$ cat src/hdl/fcde_pkg.sv
// Shared constants, command codes and control/status types for the draw engine.
// Used by every file of the block except fcde_ram; depends on nothing.
package fcde_pkg;

  localparam int SCREEN_W = 320;
  localparam int SCREEN_H = 240;
  localparam int STORE_DEPTH = SCREEN_W * SCREEN_H;

  localparam int OP_W   = 3;
  localparam int CRD_W  = 13;
  localparam int COL_W  = 16;
  localparam int EXT_W  = CRD_W + 2;
  localparam int XW     = $clog2(SCREEN_W + 1);
  localparam int YW     = $clog2(SCREEN_H + 1);
  localparam int ADDR_W = $clog2(STORE_DEPTH);

  localparam int OUTLINE_PASSES = 4;
  localparam int PASS_W = $clog2(OUTLINE_PASSES);

  typedef enum logic [OP_W-1:0] {
    OP_CLEAR   = 3'd0,
    OP_PLOT    = 3'd1,
    OP_FILL    = 3'd2,
    OP_OUTLINE = 3'd3,
    OP_READ    = 3'd4
  } op_t;

  typedef struct packed {
    logic load;
    logic clip;
    logic base;
    logic step;
    logic next_pass;
    logic ram_we;
    logic ram_re;
    logic result;
  } ctrl_cmd_t;

  typedef struct packed {
    logic empty;
    logic is_read;
    logic last_pass;
    logic col_last;
    logic row_last;
  } dp_stat_t;

endpackage

$ cat src/hdl/fcde_ctrl.sv
// Command sequencer: walks each command through clip, row setup, pixel sweep
// and result hand-off. Depends on fcde_pkg for the control and status structs.
module fcde_ctrl (
  input  logic                 clk,
  input  logic                 rst_n,
  input  logic                 in_valid,
  output logic                 in_ready,
  output logic                 out_valid,
  input  logic                 out_ready,
  input  fcde_pkg::dp_stat_t   stat,
  output fcde_pkg::ctrl_cmd_t  cmd
);

  typedef enum logic [4:0] {
    S_IDLE   = 5'b00001,
    S_CLIP   = 5'b00010,
    S_BASE   = 5'b00100,
    S_RUN    = 5'b01000,
    S_FINISH = 5'b10000
  } state_t;

  state_t state_r, state_nxt;
  logic   out_valid_r, out_valid_nxt;

  always_ff @(posedge clk) begin
    if (!rst_n) begin
      state_r     <= S_IDLE;
      out_valid_r <= 1'b0;
    end else begin
      state_r     <= state_nxt;
      out_valid_r <= out_valid_nxt;
    end
  end

  always_comb begin
    cmd           = '0;
    state_nxt     = state_r;
    out_valid_nxt = out_valid_r && !out_ready;
    unique case (state_r)
      S_IDLE: begin
        if (in_valid) begin
          cmd.load  = 1'b1;
          state_nxt = S_CLIP;
        end
      end
      S_CLIP: begin
        cmd.clip  = 1'b1;
        state_nxt = S_BASE;
      end
      S_BASE: begin
        cmd.base = 1'b1;
        if (stat.empty) begin
          if (stat.last_pass) begin
            state_nxt = S_FINISH;
          end else begin
            cmd.next_pass = 1'b1;
            state_nxt     = S_CLIP;
          end
        end else begin
          state_nxt = S_RUN;
        end
      end
      S_RUN: begin
        if (stat.is_read) begin
          cmd.ram_re = 1'b1;
          state_nxt  = S_FINISH;
        end else begin
          cmd.ram_we = 1'b1;
          cmd.step   = 1'b1;
          if (stat.col_last && stat.row_last) begin
            if (stat.last_pass) begin
              state_nxt = S_FINISH;
            end else begin
              cmd.next_pass = 1'b1;
              state_nxt     = S_CLIP;
            end
          end
        end
      end
      S_FINISH: begin
        if (!out_valid_r || out_ready) begin
          cmd.result    = 1'b1;
          out_valid_nxt = 1'b1;
          state_nxt     = S_IDLE;
        end
      end
      default: begin
        state_nxt = S_IDLE;
      end
    endcase
  end

  assign in_ready  = (state_r == S_IDLE);
  assign out_valid = out_valid_r;

endmodule

$ cat config.mk
export PLATFORM = sky130hd
export DESIGN_NAME = fcde_ctrl
export DESIGN_NICKNAME = d
export VERILOG_FILES = /design/src/hdl/fcde_pkg.sv /design/src/hdl/fcde_ctrl.sv
export SDC_FILE = /design/constraint.sdc
export NUM_CORES = 1
export LEC_CHECK = 0
export ABC_AREA = 1
export BUFFER_PORTS_ARGS = -buffer_cell sky130_fd_sc_hd__buf_2
export CAP_MARGIN = 30
export CORE_AREA = 2 2 39 41
export CTS_CLUSTER_DIAMETER = 50
export DETAILED_ROUTE_END_ITERATION = 10
export DIE_AREA = 0 0 41 43
export GPL_TIMING_DRIVEN = 0
export PLACE_DENSITY = 0.71
export SKIP_CTS_REPAIR_TIMING = 1
export SKIP_LAST_GASP = 1
export SLEW_MARGIN = 10
export SYNTH_ARGS = -nofsm -noshare
export SYNTH_HDL_FRONTEND = slang
export SYNTH_SLANG_ARGS = --single-unit
$ cat constraint.sdc
create_clock -name clk -period 2.4 [get_ports clk]
set_input_delay 0.36 -clock clk [delete_from_list [all_inputs] [get_ports clk]]
set_output_delay 0.36 -clock clk [all_outputs]
set_load 0.1 [all_outputs]
[Word-level counts from Yosys, hierarchy flattened]
Index checks and enable logic that the tools add are counted.
Word-level totals
  register bits after elaboration: 6
  bits of input ports: 9
  word-level logic and storage cells: 39
Cells by class
  eq/ne operators: 8
  muxes and demuxes: 23
  reductions and logical operators: 6
Operators with widths (count)
  2-to-1 mux 5 bit: 6
  case mux 5 bit (5 select lines): 1
  2-to-1 mux 1 bit: 13
  equality test 5 x 1 -> 1 bit, second input constant: 1
  equality test 5 x 2 -> 1 bit, second input constant: 1
  equality test 5 x 3 -> 1 bit, second input constant: 1
  equality test 5 x 4 -> 1 bit, second input constant: 1
  equality test 5 bit, second input constant: 1
  inequality test 2 bit, second input constant: 2
  2-to-1 mux 3 bit: 1
  inequality test 3 bit, second input constant: 1
  AND reduction 3 bit: 1
  logical AND 1 bit: 2
  zero test 1 bit: 2
  2-to-1 mux 2 bit: 1
  case mux 1 bit (2 select lines): 1
  logical OR 1 bit: 1

[Longest topological paths before layout]
  depth in word-level cells: 4
  depth in mapped cells: 9

[Worst setup path before layout]
OpenSTA, ideal clock, no wires.
  kind: reg2reg
  start point: reg state_r[2]
  end point: reg state_r[0]
  setup time: 122 ps
  arrival: 2960 ps
  data required time: 2278 ps
  slack: -682 ps
  cell stages (with the launch flop): 7
  period minus slack after synthesis: 3082 ps
  path through: dfxtp_1 nor2_2 nand2_1 nor3_1 nor2_1 nand2_1 nand3_1
Between the ends
  cells in the longest elaborated chain, start to end: 3
  elaborated cells between the ends (all ways): 10
Ends and longest elaborated chain
  start, declared: line fcde_ctrl.sv:22  | state_t state_r, state_nxt;
  start signal, assigned: line fcde_ctrl.sv:30  | state_r <= state_nxt;
  equality test 5 x 4 -> 1 bit, or another cell as far along: line fcde_ctrl.sv:39  | unique case (state_r)
  inequality test 3 bit (no line) or inequality test 2 bit (tied branches)
  AND reduction 3 bit (no line)
Several ways; a longest one is shown, not always the timed one.
A chain may end at the register's enable or synchronous reset.

==> results.cfg <==
[outcome]
status = complete, no violations

[route]
dr_total_vias = 471
drt-initial-drc-count = 9
drt_pass1_iterations = 4
routed_wl_um = 932
ant_nets = 0
avgRoutedWirePerCell_um = 8.96
remaining_drc_errors = 0
post_drt_via_cell_ratio = 4.53

[yosys]
synth_warnings = 0
netlist_top_cells_area = dfxtp_1 27%, inv_1 9.4%, nand2_1 9.4%
netlist.area_leader.share = 0.274
syn_area_um2 = 438
ys_seq_elements = 6
syn_avg_cell_area_um2 = 6.54
ys_seq_area_frac = 0.274
syn_inst = 67
synth_nets = 76
yosys.area.top_type = dfxtp_1
yosysUniqueCellTypes = 18

[pwr]
p_leak_nw = 0.325
power.density_mw_per_mm2 = 694
ir_worst_vdd_v = 0.000418

[place]
hpwl_um = 801
gp_congestion = 0.742
pre_cts_ws_ns = 0.591
port_buffers = 18

[cells_and_area]
nNetsFinal = 99
layout-drive-gt1-share = 0.466
area_growth_pct = 34.6
n_antenna_cell = 0

[sta]
timing.final.ws_setup_ns = 0.330
timing.fmax_mhz = 483
hold_viol_final = 0
worstMarginPinSlew_ns = 0.489
maxSlewHeadroom = 0.677
skew_ns = 0.00218
slew_viol_final = 0
fin_tns_setup_ns = 0
rsz0062_at_grt = false
fin_crit_ns = 2.07
period_share = 0.862
finalSetupViolations = 0

[floorplanning]
pin_count = 19
die_area_mm2 = 0.00176
core_area_mm2 = 0.00138
die_h_um = 43
die_w_um = 41
rows = 14
start_util = 0.316

[clock_network]
cts_tree = yes
cts_root_buf = clkbuf_4
h-tree-depth = 1
cts_num_sinks = 6
numCtsBuffers = 3
clock_path_buffers = 2
clkSlewWorstSetupHoldPaths_ns = 0.04
clk_latency_ns = 0.25

[worst_hold_path]
hold_depth = 2
hold_class = primary input to register

[setup_path]
worstPathArrival_ns = 1.71
start_kind = register
critical_path_class = register to primary output
crit_fanout = 5
crit_path_end_kind = primary output
required_ns = 2.04
worstRegToRegCells = 8

[global_route]
grt_first_pass_wirelength_mm = 1.59
grt_max_degree = 7
antenna_found_initial = 0
grt_util_all_layers = 0.133
overflow = 0
first_global_vias = 432

[run]
drv_cap = 0
[metal layers]
metal	vias up	part of all wire	global-route usage
met1	209	0.42	0.148
met3	2	0.034	0.0157
li1	249	-	-
met2	11	0.52	0.213
met4	0	0.020	0.100
met5	-	0	0
[flip-flops by register name (all words and copies together) (netlist names)]
register   count
out_valid      1
state_r        5
[synthesized netlist by cell type]
cell     number
a21oi_1       2
buf_4         1
dfxtp_1       6
inv_1        11
inv_2         4
nand2_1      11
nand2_2       1
nand3_1       5
nand3_2       3
nand3_4       1
nand4_1       2
nor2_1        9
nor2_2        5
nor2_4        2
nor3_1        1
nor4_1        1
o21a_1        1
o21ai_1       1
[layout by cell type, fill, tap and decap left out, drive strengths merged]
| master | synthesis | layout |
|---|---|---|
| buf | 1 | 19 |
| nand2 | 12 | 12 |
| inv | 15 | 15 |
| o21ai | 1 | 1 |
| a21oi | 2 | 2 |
| o21a | 1 | 1 |
| nor4 | 1 | 1 |
| nand4 | 2 | 2 |
| nor2 | 16 | 16 |
| nor3 | 1 | 1 |
| nand3 | 9 | 9 |
| clkbuf | 0 | 3 |
| dfxtp | 6 | 6 |
[cell families after synthesis]
family	share of synthesized area
simple gates	0.529
buf+inv	0.146
flops	0.274
compound gates	0.0514
[area by class of cell]
class	count	area [µm²]
fillers	149	795
multi-input cells	45	273
flip-flops and latches	6	120
repair buffers	18	90.1
inverters	15	56.3
clock buffers	3	22.5
well taps	16	20.0
plain buffers	1	7.51
[worst paths after layout]
check	from	to	slack [ns]
max	state_r[0]$_SDFFE_PN1P_	cmd[3]	0.33
min	rst_n	state_r[0]$_SDFFE_PN1P_	0.32
max reg2reg	state_r[0]$_SDFFE_PN1P_	state_r[0]$_SDFFE_PN1P_	1.18
min reg2reg	state_r[4]$_SDFFE_PN0P_	out_valid$_SDFF_PN0_	0.55
[through the flow]
step	std cells	instance area, µm²	power (mW)	hold slack, ns	util
after floorplan	67	457	0.284	0.444	-
after global placement	101	567	0.314	0.519	0.410
after detailed placement	101	567	0.315	0.536	0.410
after CTS	104	589	0.412	0.322	0.426
after global routing	104	589	0.428	0.336	0.426
final	104	589	0.409	0.322	0.426
[worst max-delay path: stages (launching register included)]
cell     delay [ns]
dfxtp_1        0.35
nor2_4         0.21
nand3_4        0.12
nor2_4         0.11
nand2_1        0.11
o21ai_4        0.12
buf_2          0.43
[report_power, final]
group	internal [mW]	switching, mW	leakage [nW]
combinational	0.0413	0.149	0.262
clock	0.0568	0.0399	0.0138
sequential	0.109	0.0130	0.0489
total	0.207	0.202	0.325
Note: power is estimated with default switching activity, not from simulation.
